[config.mk]
export PLATFORM = sky130hd
export DESIGN_NAME = udp_forward_header_rewrite_core
export DESIGN_NICKNAME = d
export VERILOG_FILES = /design/src/rtl/core/udpfhr_pkg.sv /design/src/rtl/core/udpfhr_front.sv /design/src/rtl/core/udpfhr_queue.sv /design/src/rtl/core/udpfhr_back.sv /design/src/rtl/core/udp_forward_header_rewrite_core.sv
export SDC_FILE = /design/constraint.sdc
export NUM_CORES = 1
export LEC_CHECK = 0
export ABC_AREA = 1
export BUFFER_PORTS_ARGS = -buffer_cell sky130_fd_sc_hd__buf_2
export CAP_MARGIN = 10
export CORE_MARGIN = 4
export CORE_UTILIZATION = 50
export CTS_BUF_LIST = sky130_fd_sc_hd__clkbuf_16
export CTS_CLUSTER_SIZE = 8
export DETAILED_ROUTE_END_ITERATION = 8
export GPL_ROUTABILITY_DRIVEN = 0
export PLACE_DENSITY = 0.7
export SETUP_SLACK_MARGIN = 0.3
export SLEW_MARGIN = 10
export SYNTH_ARGS = -nofsm -noshare
export SYNTH_HDL_FRONTEND = slang
export SYNTH_SLANG_ARGS = --single-unit
export TNS_END_PERCENT = 10
[constraint.sdc]
create_clock -name clock -period 11 [get_ports clock]
set_input_delay 3.3 -clock clock [delete_from_list [all_inputs] [get_ports clock]]
set_output_delay 3.3 -clock clock [all_outputs]
set_load 0.005 [all_outputs]
[src/rtl/core/udpfhr_pkg.sv]
package udpfhr_pkg;

   localparam int MAX_FRAME = 2048;
   localparam int OFFSET_W = 12;
   localparam int CSR_INDEX_W = 3;
   localparam int CSR_DATA_W = 48;
   localparam int QUEUE_DEPTH = 2;
   localparam int QUEUE_PTR_W = $clog2(QUEUE_DEPTH);
   localparam int QUEUE_CNT_W = $clog2(QUEUE_DEPTH + 1);

   localparam logic [CSR_INDEX_W-1:0] CSR_NEW_SOURCE_IP  = 3'd0;
   localparam logic [CSR_INDEX_W-1:0] CSR_NEW_DEST_IP    = 3'd1;
   localparam logic [CSR_INDEX_W-1:0] CSR_NEW_SOURCE_MAC = 3'd2;
   localparam logic [CSR_INDEX_W-1:0] CSR_NEW_DEST_MAC   = 3'd3;
   localparam logic [CSR_INDEX_W-1:0] CSR_MATCH_PORT     = 3'd4;
   localparam logic [CSR_INDEX_W-1:0] CSR_NEW_DEST_PORT  = 3'd5;

   localparam logic [31:0] RST_NEW_SOURCE_IP  = 32'd3232235877;
   localparam logic [31:0] RST_NEW_DEST_IP    = 32'd3232235876;
   localparam logic [47:0] RST_NEW_SOURCE_MAC = 48'd193675817098143;
   localparam logic [47:0] RST_NEW_DEST_MAC   = 48'd0;
   localparam logic [15:0] RST_MATCH_PORT     = 16'd9999;
   localparam logic [15:0] RST_NEW_DEST_PORT  = 16'd9000;

   localparam logic [OFFSET_W-1:0] OFF_IP_HDR   = 12'd14;
   localparam logic [OFFSET_W-1:0] OFF_PROTO    = 12'd23;
   localparam logic [OFFSET_W-1:0] OFF_IP_CHECK = 12'd24;
   localparam logic [OFFSET_W-1:0] OFF_SRC_IP   = 12'd26;
   localparam logic [OFFSET_W-1:0] OFF_DST_IP   = 12'd30;
   localparam logic [OFFSET_W-1:0] OFF_UDP_HDR  = 12'd34;
   localparam logic [OFFSET_W-1:0] OFF_DST_PORT = 12'd36;
   localparam logic [OFFSET_W-1:0] OFF_UDP_CHECK = 12'd40;
   localparam logic [OFFSET_W-1:0] MIN_FORWARD_LEN = 12'd42;

   localparam logic [7:0]  PROTO_UDP = 8'h11;

   typedef struct packed {
      logic                forward;
      logic [15:0]         ip_sum;
      logic [15:0]         udp_sum;
      logic [7:0]          high_byte;
      logic [OFFSET_W-1:0] frame_length;
   } frame_summary_type;

   function automatic logic [15:0] fold16(input logic [19:0] value);
      logic [16:0] partial;
      partial = {1'b0, value[15:0]} + 17'(value[19:16]);
      return partial[15:0] + 16'(partial[16]);
   endfunction

endpackage

[src/rtl/core/udpfhr_front.sv]
module udpfhr_front (
   input  logic                          clock,
   input  logic                          reset,
   input  logic                          accept,
   input  logic [7:0]                    frame_byte,
   input  logic                          last_byte,
   input  logic [31:0]                   new_source_ip,
   input  logic [31:0]                   new_dest_ip,
   input  logic [15:0]                   match_port,
   input  logic [15:0]                   new_dest_port,
   output logic                          push,
   output udpfhr_pkg::frame_summary_type summary
);

   logic [udpfhr_pkg::OFFSET_W-1:0] offset_ff, offset_in;
   logic [3:0]  header_words_ff, header_words_in;
   logic [15:0] ip_sum_ff, ip_sum_in;
   logic [15:0] udp_sum_ff, udp_sum_in;
   logic [7:0]  hold_ff, hold_in;
   logic        protocol_ok_ff, protocol_ok_in;
   logic [7:0]  port_high_ff, port_high_in;
   logic        port_ok_ff, port_ok_in;

   logic [udpfhr_pkg::OFFSET_W-1:0] o, ip_end, len;
   logic        in_range;
   logic [7:0]  v, u;
   logic [15:0] ip_word;

   always_comb begin
      o = offset_ff;
      in_range = offset_ff < udpfhr_pkg::OFFSET_W'(udpfhr_pkg::MAX_FRAME);
      offset_in = offset_ff;
      header_words_in = header_words_ff;
      ip_sum_in = ip_sum_ff;
      udp_sum_in = udp_sum_ff;
      hold_in = hold_ff;
      protocol_ok_in = protocol_ok_ff;
      port_high_in = port_high_ff;
      port_ok_in = port_ok_ff;

      if (o == udpfhr_pkg::OFF_IP_HDR) begin
         header_words_in = frame_byte[3:0];
      end
      if (o == udpfhr_pkg::OFF_PROTO) begin
         protocol_ok_in = (frame_byte == udpfhr_pkg::PROTO_UDP);
      end
      if (o == udpfhr_pkg::OFF_DST_PORT) begin
         port_high_in = frame_byte;
      end
      if (o == udpfhr_pkg::OFF_DST_PORT + 12'd1) begin
         port_ok_in = ({port_high_ff, frame_byte} == match_port);
      end

      case (o)
         udpfhr_pkg::OFF_IP_CHECK,
         udpfhr_pkg::OFF_IP_CHECK + 12'd1:  v = 8'h00;
         udpfhr_pkg::OFF_SRC_IP:            v = new_source_ip[31:24];
         udpfhr_pkg::OFF_SRC_IP + 12'd1:    v = new_source_ip[23:16];
         udpfhr_pkg::OFF_SRC_IP + 12'd2:    v = new_source_ip[15:8];
         udpfhr_pkg::OFF_SRC_IP + 12'd3:    v = new_source_ip[7:0];
         udpfhr_pkg::OFF_DST_IP:            v = new_dest_ip[31:24];
         udpfhr_pkg::OFF_DST_IP + 12'd1:    v = new_dest_ip[23:16];
         udpfhr_pkg::OFF_DST_IP + 12'd2:    v = new_dest_ip[15:8];
         udpfhr_pkg::OFF_DST_IP + 12'd3:    v = new_dest_ip[7:0];
         udpfhr_pkg::OFF_DST_PORT:          v = new_dest_port[15:8];
         udpfhr_pkg::OFF_DST_PORT + 12'd1:  v = new_dest_port[7:0];
         default:                           v = frame_byte;
      endcase

      case (o)
         udpfhr_pkg::OFF_DST_PORT:          u = new_dest_port[15:8];
         udpfhr_pkg::OFF_DST_PORT + 12'd1:  u = new_dest_port[7:0];
         udpfhr_pkg::OFF_UDP_CHECK,
         udpfhr_pkg::OFF_UDP_CHECK + 12'd1: u = 8'h00;
         default:                           u = frame_byte;
      endcase

      ip_end = udpfhr_pkg::OFF_IP_HDR + {6'd0, header_words_in, 2'b00};
      ip_word = o[0] ? {8'h00, v} : {v, 8'h00};
      if (o >= udpfhr_pkg::OFF_IP_HDR && o < ip_end) begin
         ip_sum_in = udpfhr_pkg::fold16({4'd0, ip_sum_ff} + {4'd0, ip_word});
      end

      if (o >= udpfhr_pkg::OFF_UDP_HDR) begin
         if (!o[0]) begin
            hold_in = u;
         end else begin
            udp_sum_in = udpfhr_pkg::fold16({4'd0, udp_sum_ff} + {4'd0, hold_ff, u});
         end
      end

      offset_in = o + 12'd1;

      if (!in_range) begin
         offset_in = offset_ff;
         header_words_in = header_words_ff;
         ip_sum_in = ip_sum_ff;
         udp_sum_in = udp_sum_ff;
         hold_in = hold_ff;
         protocol_ok_in = protocol_ok_ff;
         port_high_in = port_high_ff;
         port_ok_in = port_ok_ff;
      end

      len = offset_in;
      push = accept && last_byte;
      summary.forward = protocol_ok_in && port_ok_in && (len >= udpfhr_pkg::MIN_FORWARD_LEN);
      summary.ip_sum = ip_sum_in;
      summary.udp_sum = udp_sum_in;
      summary.high_byte = hold_in;
      summary.frame_length = len;
   end

   always_ff @(posedge clock) begin
      if (reset || push) begin
         offset_ff <= '0;
         header_words_ff <= '0;
         ip_sum_ff <= '0;
         udp_sum_ff <= '0;
         hold_ff <= '0;
         protocol_ok_ff <= 1'b0;
         port_high_ff <= '0;
         port_ok_ff <= 1'b0;
      end else if (accept) begin
         offset_ff <= offset_in;
         header_words_ff <= header_words_in;
         ip_sum_ff <= ip_sum_in;
         udp_sum_ff <= udp_sum_in;
         hold_ff <= hold_in;
         protocol_ok_ff <= protocol_ok_in;
         port_high_ff <= port_high_in;
         port_ok_ff <= port_ok_in;
      end
   end

endmodule

[src/rtl/core/udpfhr_queue.sv]
module udpfhr_queue (
   input  logic                          clock,
   input  logic                          reset,
   input  logic                          push,
   input  udpfhr_pkg::frame_summary_type push_data,
   output logic                          full,
   input  logic                          pop,
   output logic                          not_empty,
   output udpfhr_pkg::frame_summary_type pop_data
);

   udpfhr_pkg::frame_summary_type entries_ff [udpfhr_pkg::QUEUE_DEPTH];
   logic [udpfhr_pkg::QUEUE_PTR_W-1:0] wr_ptr_ff, wr_ptr_in;
   logic [udpfhr_pkg::QUEUE_PTR_W-1:0] rd_ptr_ff, rd_ptr_in;
   logic [udpfhr_pkg::QUEUE_CNT_W-1:0] count_ff, count_in;

   always_comb begin
      full = (count_ff == udpfhr_pkg::QUEUE_CNT_W'(udpfhr_pkg::QUEUE_DEPTH));
      not_empty = (count_ff != '0);
      pop_data = entries_ff[rd_ptr_ff];
      wr_ptr_in = wr_ptr_ff;
      rd_ptr_in = rd_ptr_ff;
      count_in = count_ff;
      if (push) begin
         wr_ptr_in = (wr_ptr_ff == udpfhr_pkg::QUEUE_PTR_W'(udpfhr_pkg::QUEUE_DEPTH - 1))
                     ? '0 : wr_ptr_ff + 1'b1;
      end
      if (pop) begin
         rd_ptr_in = (rd_ptr_ff == udpfhr_pkg::QUEUE_PTR_W'(udpfhr_pkg::QUEUE_DEPTH - 1))
                     ? '0 : rd_ptr_ff + 1'b1;
      end
      if (push && !pop) begin
         count_in = count_ff + 1'b1;
      end else if (pop && !push) begin
         count_in = count_ff - 1'b1;
      end
   end

   always_ff @(posedge clock) begin
      if (reset) begin
         wr_ptr_ff <= '0;
         rd_ptr_ff <= '0;
         count_ff <= '0;
      end else begin
         wr_ptr_ff <= wr_ptr_in;
         rd_ptr_ff <= rd_ptr_in;
         count_ff <= count_in;
      end
   end

   always_ff @(posedge clock) begin
      if (push) begin
         entries_ff[wr_ptr_ff] <= push_data;
      end
   end

endmodule

[src/rtl/core/udpfhr_back.sv]
module udpfhr_back (
   input  logic                          clock,
   input  logic                          reset,
   input  logic [31:0]                   new_source_ip,
   input  logic [31:0]                   new_dest_ip,
   input  logic                          entry_valid,
   input  udpfhr_pkg::frame_summary_type entry,
   output logic                          pop,
   output logic                          rsp_tvalid,
   input  logic                          rsp_tready,
   output logic [63:0]                   rsp_tdata,
   output logic                          rsp_tuser
);

   logic [15:0] pseudo_sum_ff, pseudo_sum_in;
   logic        valid_ff;
   logic        forward_ff;
   logic [15:0] ip_check_ff, udp_check_ff, udp_len_ff;
   logic [udpfhr_pkg::OFFSET_W-1:0] frame_length_ff;

   logic [18:0] pseudo_raw;
   logic [15:0] ulen, odd_word, udp_total;
   logic [17:0] udp_raw;

   always_comb begin
      pseudo_raw = 19'(new_source_ip[31:16]) + 19'(new_source_ip[15:0])
                 + 19'(new_dest_ip[31:16]) + 19'(new_dest_ip[15:0])
                 + 19'(udpfhr_pkg::PROTO_UDP);
      pseudo_sum_in = udpfhr_pkg::fold16({1'b0, pseudo_raw});

      ulen = {4'd0, entry.frame_length} - {4'd0, udpfhr_pkg::OFF_UDP_HDR};
      odd_word = (entry.frame_length > udpfhr_pkg::OFF_UDP_HDR && entry.frame_length[0])
                 ? {entry.high_byte, 8'h00} : 16'h0000;
      udp_raw = 18'(entry.udp_sum) + 18'(odd_word) + 18'(ulen) + 18'(pseudo_sum_ff);
      udp_total = udpfhr_pkg::fold16({2'b00, udp_raw});

      pop = entry_valid && (!valid_ff || rsp_tready);
      rsp_tvalid = valid_ff;
      rsp_tuser = forward_ff;
      rsp_tdata = {4'd0, frame_length_ff, udp_len_ff, udp_check_ff, ip_check_ff};
   end

   always_ff @(posedge clock) begin
      pseudo_sum_ff <= pseudo_sum_in;
      if (reset) begin
         valid_ff <= 1'b0;
      end else if (pop) begin
         valid_ff <= 1'b1;
      end else if (rsp_tready) begin
         valid_ff <= 1'b0;
      end
      if (pop) begin
         forward_ff <= entry.forward;
         ip_check_ff <= ~entry.ip_sum;
         udp_check_ff <= ~udp_total;
         udp_len_ff <= ulen;
         frame_length_ff <= entry.frame_length;
      end
   end

endmodule

[src/rtl/core/udp_forward_header_rewrite_core.sv]
// Channel   Direction  Handshake                Payload
// req       in         req_tvalid/req_tready    tdata frame_byte, tlast last_byte
// rsp       out        rsp_tvalid/rsp_tready    tdata checksums and lengths, tuser forward
// csr       in         csr_wr_en                csr_index, csr_wr_data
//
// One word is accepted per cycle while the queue is not full; each byte only updates
// running sums in the front part. Each result passes a two-entry queue and an output
// register, so frames of any length, even one word, keep full rate if results are taken.
// Reset is synchronous and restores the register defaults and an empty frame.
// The input stalls only when the queue is full because results are not being taken.
module udp_forward_header_rewrite_core (
   input  logic                                 clock,
   input  logic                                 reset,
   input  logic                                 req_tvalid,
   output logic                                 req_tready,
   input  logic [7:0]                           req_tdata,   // [7:0] frame_byte
   input  logic                                 req_tlast,
   output logic                                 rsp_tvalid,
   input  logic                                 rsp_tready,
   // [15:0] ip_checksum, [31:16] udp_checksum, [47:32] udp_len, [59:48] frame_length
   output logic [63:0]                          rsp_tdata,
   output logic                                 rsp_tuser,   // [0] forward
   input  logic                                 csr_wr_en,
   input  logic [udpfhr_pkg::CSR_INDEX_W-1:0]   csr_index,
   input  logic [udpfhr_pkg::CSR_DATA_W-1:0]    csr_wr_data
);

   logic [31:0] new_source_ip_ff;
   logic [31:0] new_dest_ip_ff;
   logic [47:0] new_source_mac_ff;
   logic [47:0] new_dest_mac_ff;
   logic [15:0] match_port_ff;
   logic [15:0] new_dest_port_ff;

   logic accept, push, full, pop, not_empty;
   udpfhr_pkg::frame_summary_type push_data, pop_data;

   assign req_tready = !full;
   assign accept = req_tvalid && req_tready;

   always_ff @(posedge clock) begin
      if (reset) begin
         new_source_ip_ff <= udpfhr_pkg::RST_NEW_SOURCE_IP;
         new_dest_ip_ff <= udpfhr_pkg::RST_NEW_DEST_IP;
         new_source_mac_ff <= udpfhr_pkg::RST_NEW_SOURCE_MAC;
         new_dest_mac_ff <= udpfhr_pkg::RST_NEW_DEST_MAC;
         match_port_ff <= udpfhr_pkg::RST_MATCH_PORT;
         new_dest_port_ff <= udpfhr_pkg::RST_NEW_DEST_PORT;
      end else if (csr_wr_en) begin
         case (csr_index)
            udpfhr_pkg::CSR_NEW_SOURCE_IP:  new_source_ip_ff <= csr_wr_data[31:0];
            udpfhr_pkg::CSR_NEW_DEST_IP:    new_dest_ip_ff <= csr_wr_data[31:0];
            udpfhr_pkg::CSR_NEW_SOURCE_MAC: new_source_mac_ff <= csr_wr_data;
            udpfhr_pkg::CSR_NEW_DEST_MAC:   new_dest_mac_ff <= csr_wr_data;
            udpfhr_pkg::CSR_MATCH_PORT:     match_port_ff <= csr_wr_data[15:0];
            udpfhr_pkg::CSR_NEW_DEST_PORT:  new_dest_port_ff <= csr_wr_data[15:0];
            default: begin
            end
         endcase
      end
   end

   udpfhr_front u_front (
      .clock         (clock),
      .reset         (reset),
      .accept        (accept),
      .frame_byte    (req_tdata),
      .last_byte     (req_tlast),
      .new_source_ip (new_source_ip_ff),
      .new_dest_ip   (new_dest_ip_ff),
      .match_port    (match_port_ff),
      .new_dest_port (new_dest_port_ff),
      .push          (push),
      .summary       (push_data)
   );

   udpfhr_queue u_queue (
      .clock     (clock),
      .reset     (reset),
      .push      (push),
      .push_data (push_data),
      .full      (full),
      .pop       (pop),
      .not_empty (not_empty),
      .pop_data  (pop_data)
   );

   udpfhr_back u_back (
      .clock         (clock),
      .reset         (reset),
      .new_source_ip (new_source_ip_ff),
      .new_dest_ip   (new_dest_ip_ff),
      .entry_valid   (not_empty),
      .entry         (pop_data),
      .pop           (pop),
      .rsp_tvalid    (rsp_tvalid),
      .rsp_tready    (rsp_tready),
      .rsp_tdata     (rsp_tdata),
      .rsp_tuser     (rsp_tuser)
   );

endmodule

# Word-level counts from Yosys, hierarchy flattened
# Memories as Yosys holds them, arrays and structs flattened. A register that Yosys moved wholly into a read port is not among the register bits.
# Index checks and enable logic that the tools add are counted.
[totals]
wordCells = 132
latchBits = 0
out_inout_bits = 67
romBits = 0
n_memories = 1
inputBits = 65
ramBits = 106
ff_bits = 244
[mem_list]
columns = ["memory", "depth", "word_bits", "rd", "rd_ports_with_merged_regs", "wr", "line_no", "source"]
rows = [
  ["u_queue.entries_ff", 2, 53, 1, 1, 1, "udpfhr_queue.sv:12", "udpfhr_pkg::frame_summary_type entries_ff [udpfhr_pkg::QUEUE_DEPTH];"],
]
[op_classes]
div_mod_pow = 0
mux = 28
order_cmp = 6
n_eq_ne = 22
n_bitwise = 2
shift = 0
multipliers = 0
addsub = 24
n_reduce_logical = 27
[op_table]
columns = ["op", "count"]
rows = [
  ["$mux W16", 7],
  ["$eq A12 B5 Y1 const B", 9],
  ["$pmux W8 S11", 1],
  ["$eq A12 B6 Y1 const B", 6],
  ["$add A16 B16 Y17", 4],
  ["$add A16 B1 Y16", 4],
  ["$add A19 B16 Y19", 2],
  ["$add A18 B16 Y18", 2],
  ["$add A16 B4 Y17", 2],
  ["$not A16 Y16", 2],
  ["$ge A12 B6 Y1 const B", 2],
  ["$mux W8", 3],
  ["$pmux W8 S3", 1],
  ["$add A19 B5 Y19 const B", 1],
  ["$add A16 B2 Y17", 1],
  ["$add A16 B3 Y17", 1],
  ["$eq A16 B16 Y1", 1],
  ["$sub A12 B6 Y13 const B", 1],
  ["$add A12 B1 Y12 const B", 1],
  ["$eq A12 B4 Y1 const B", 1],
  ["$ge A12 B4 Y1 const B", 1],
  ["$gt A12 B6 Y1 const B", 1],
  ["$lt A12 B12 Y1", 1],
  ["$lt A12 B12 Y1 const B", 1],
  ["other kinds (20)", 53],
]

# Longest topological paths before layout
[logic_depth]
ltp_word = 9
mapped_depth = 58
mapped_depth_nobuf = 56

# Hierarchy
# A second synthesis with hierarchy kept.
[hier_totals]
cells_unflattened = 3250
hier_area_um2 = 24569.8
[by_module_without_submodules]
columns = ["mod", "instances", "area_per_inst_um2", "cells_per_inst", "seq_area_each_um2"]
rows = [
  ["udpfhr_front", 1, 8599.5, 1514, 1321.3],
  ["udpfhr_back", 1, 7821.3, 1008, 2052.0],
  ["udpfhr_queue", 1, 4305.4, 198, 3283.1],
  ["udp_forward_header_rewrite_core", 1, 3843.7, 530, 1921.8],
]

# Least setup slack after synthesis
# OpenSTA, ideal clock, no wires.
[synth_timing]
path_type = "register to register"
startpoint = "register (tool-made name)"
endpoint = "register u_back.udp_check_ff[14] (data pin)"
t_arrival_ns = 7.680
n_path_buf = 2
slack_ns = 3.070
setup_ns = 0.249
path_stages_with_launch = 58
required_time_ns = 10.751
path_cell_list = "dfxtp_1 -> buf_2 -> inv_1 -> clkbuf_1 -> or2_2 -> o21ai_0 -> ha_1 -> nand3_1 -> a21oi_1 -> nand3_1 -> nor2_1 -> nand2_1 -> nand2_1 -> a21oi_1 -> ha_1 -> a21oi_1 -> nand2_1 -> a21oi_1 -> [... 22 more ...] -> nor2_1 -> nand3_1 -> nor3_1 -> nand3_1 -> nor2_1 -> ha_1 -> ha_1 -> nand4_1 -> nor2_1 -> nand2_1 -> nor2_1 -> nand2_1 -> nor2_1 -> nand4_1 -> nor2_2 -> nand4_1 -> nand2_1 -> inv_1"
[synth_rtl]
columns = ["item", "line_no", "source"]
rows = [
  ["to (signal assigned)", "udpfhr_back.sv:55", "udp_check_ff <= ~udp_total;"],
  ["to (decl)", "udpfhr_back.sv:18", "logic [15:0] ip_check_ff, udp_check_ff, udp_len_ff;"],
]

==> summary.txt <==
Route
  – Iteration-0 DRC Markers: 1,475
  – Post-route ant nets: 0
  – Final WL: just under 60 mm
  – Vias per cell: 5.34
  – Vias post-DR: approximately 20,000
  – Pre-antenna DRT Iters: 6
  – Drc violations: 0
  – Post-DR wirelength/cell: around 16 um

Critical path
  – Crit path top cell by count: nand2_1
  – Arrival time at the worst endpoint: 9.73 ns
  – Endpoint class of the critical path: flop
  – Crit Path Class: flop to flop
  – Worst Path Required: roughly 11 ns
  – Worst path bufs/invs: 6
  – CP max stage delay: 0.57 ns
  – Slowest CP cell: dfxtp_4
  – Startpoint types: flop
  – Worst-path fanout max: 28
  – Largest delay share family, worst path: simple AND/OR/NAND/NOR gates

Logic synthesis
  – Syn Area/Cell: 7.63 um^2
  – Yosys synthesis warning count: 0
  – Sequential fraction of the synthesis area: 37.6%
  – Cell Area, Synth: about 23,000 um^2
  – Ys flop type: dfxtp_1
  – Synth Instances: approximately 3,000
  – Post-synth EDFFs: 163
  – Synth Register Bits: ~350
  – Cell variety after synth: 55
  – FFs w/ async S/R, synth: 0%

Status
  – Outcome: complete, no violations

Global routing
  – GRT overflow: 0
  – First-pass GRT wire length: 95.0 mm
  – Via count of the first global-routing pass: 19,200
  – Total track usage: 23.1%
  – Initial antenna violation count: 0
  – Largest net degree at the start of global routing: 102

Clocking
  – Clk slew on worst S/H paths: ~0.05 ns
  – Clk buf depth: 3
  – CTS buffer count: 50
  – CTS tree: done
  – CTS root buf: clkbuf_16
  – Clock Latency Late Sink: 0.59 ns
  – Htree depth: 2
  – Clock sink count: between 300 and 400

Pwr
  – Lkg Pwr: 12.1 nW
  – Max IR drop VDD: 0.000438 V
  – Power per cell area: between 300 and 400 nW/um^2
  – Overall Power: 0.00858 W

STA
  – Post-Route Setup TNS: 0 ns
  – Unrepaired setup endpoints after global routing: no
  – Final Setup Violations: 0
  – Slew margin rel.: 29.6%
  – Final hold vios: 0
  – Final Cycle Share: 85.3%
  – Max Clock Freq: 0.107 GHz
  – Slew @ Worst Pin: 1.06 ns
  – Tmin final: about 9.4 ns
  – Slew Limit Fails: 0
  – Clk_skew: 0.0228 ns
  – Setup WS post-layout: 1.62 ns

Die
  – Die area: a little under 50,000 um^2
  – IO Pins: 132
  – Starting Density: 50.4%
  – Die height: 222 um
  – # rows: between 70 and 80
  – DIE WIDTH: 222 um
  – Core Box Area: 45,300 um^2

Placement
  – Pre-CTS setup slack: roughly 1.5 ns
  – Buffers on Ports: between 100 and 150
  – Placed cells: 3,645
  – Placed wire-length estimate: about 44 mm

Layout
  – Antenna cells: 0
  – Post-Layout Cell Count: 3,728
  – Area Growth Syn to Fin: 11.2%
  – Share of cells above drive strength 1: around a tenth
  – Nets@finish: 3,337
  – FILL cells: 4,174
  – Final Util: 56.1%

Run
  – Max Cap Viol: 0

Hold path
  – Worst hold path class: flop to flop
## power breakdown
part	leakage, nW	internal [W]	switching [W]	total, W
logic	8.21	0.00173	0.00352	0.00525
clock network	0.796	0.000832	0.000553	0.00138
registers	3.04	0.00182	0.000131	0.00195
total	12.1	0.00438	0.00421	0.00858
## stage by stage
stage / instance area, um^2 / hold WS [ns]
floorplan: 22800 / 0.426
global placement: 24000 / 0.431
detailed placement: 24000 / 0.444
CTS: 25400 / 0.453
global route: 25400 / 0.471
finish: 25400 / 0.455
## cell usage in the layout (no fill, tap or decap), types with 9 or more instances in the layout
cell type,n
nor2_1,250
edfxtp_1,163
nand3_2,16
o21ai_0,198
inv_1,507
nor2_2,19
a31oi_1,9
xor2_1,70
xnor2_1,27
o211ai_1,22
clkbuf_16,50
mux2i_1,21
buf_4,13
inv_2,23
a21oi_1,189
fa_1,39
nor3_1,25
o21bai_1,17
buf_2,111
nand3_1,183
o21ai_1,9
o22ai_1,24
dfxtp_1,183
nand2_1,627
nand2_2,29
nand4_1,50
nor2_4,11
or2_2,27
ha_1,136
## worst min-delay path, delay by kind of cell (launching register included)
family | cells | cell delay [ns]
buffers and inverters | 1 | 0.06
AOI/OAI and AO/OA | 1 | 0.05
DFF | 1 | 0.29
## sequential cells by signal (all words and copies together), names as in the netlist, 16 cells and up, named ones only
name                  count
u_queue.entries_ff      106
u_front.ip_sum_ff        16
new_dest_port_ff         16
u_back.ip_check_ff       16
new_dest_ip_ff           32
u_front.udp_sum_ff       16
match_port_ff            16
u_back.pseudo_sum_ff     16
new_source_ip_ff         32
u_back.udp_check_ff      16
## cell usage after synthesis (19+ instances only)
library cell	n	area share, %
or2_2	27	0.74
clkbuf_1	55	0.90
inv_1	481	7.9
o21ai_0	198	4.3
ha_1	136	7.5
nand3_1	183	4.0
fa_1	39	3.4
nor2_1	252	4.1
xor2_1	70	2.7
a21oi_1	190	4.2
mux2i_1	21	0.92
nor2_2	19	0.52
o211ai_1	22	0.72
dfxtp_1	184	16
nand2_2	28	0.77
nand4_1	50	1.4
o22ai_1	24	0.66
edfxtp_1	163	21
inv_2	22	0.36
nor3_1	26	0.57
nand2_1	628	10
xnor2_1	27	1.0
## cell families (layout without fill, tap and decap cells)
kind of cell | count (synthesis) | after routing | share of synthesized area, %
AO/OA/AOI/OAI | 506 | 506 | 12.3
adder cells (fa/ha/maj) | 175 | 175 | 10.9
buffers and inverters | 579 | 712 | 9.74
multiplexers | 21 | 21 | 0.921
other | 1 | 4 | 0.0164
flip-flops | 347 | 347 | 37.6
AND/OR/NAND/NOR | 1257 | 1257 | 24.3
XOR/XNOR | 106 | 106 | 4.36
## layout make-up
class                      count  area, um^2  share of cell area, %
timing repair buffer         124         653                   2.57
multi-input combinational   2069       12100                   47.6
inverter                     505        1900                   7.47
sequential                   347        8580                   33.8
clock inverter                33         174                  0.685
tap                          600         751                   2.96
clock buffer                  50        1250                   4.93
## routing by layer
layer / routed length, um / GRT usage [%]
met1: 25900 / 30.4
met2: 27100 / 38.9
met3: 3510 / 3.34
met4: 2110 / 8.54
met5: 0 / 0
## path summary, 6_finish.rpt
path / startpoint / end / slack [ns] / depth (start not counted)
max: flop / u_back.udp_check_ff[14]$_DFFE_PP_ / 1.62 / 56
min: new_dest_port_ff[10]$_SDFFE_PP0P_ / new_dest_port_ff[10]$_SDFFE_PP0P_ / 0.45 / 2
max reg2reg: flop / u_back.udp_check_ff[14]$_DFFE_PP_ / 1.62 / 56
min reg2reg: new_dest_port_ff[10]$_SDFFE_PP0P_ / new_dest_port_ff[10]$_SDFFE_PP0P_ / 0.45 / 2
## repair_timing
item                                   CTS  global route
hold buffers                             0             0
gates resized for setup                  0             1
setup buffers                            0             0
setup endpoints to repair                0             1
endpoints found under the hold margin    0             0
(Power assumes the default switching activity.)
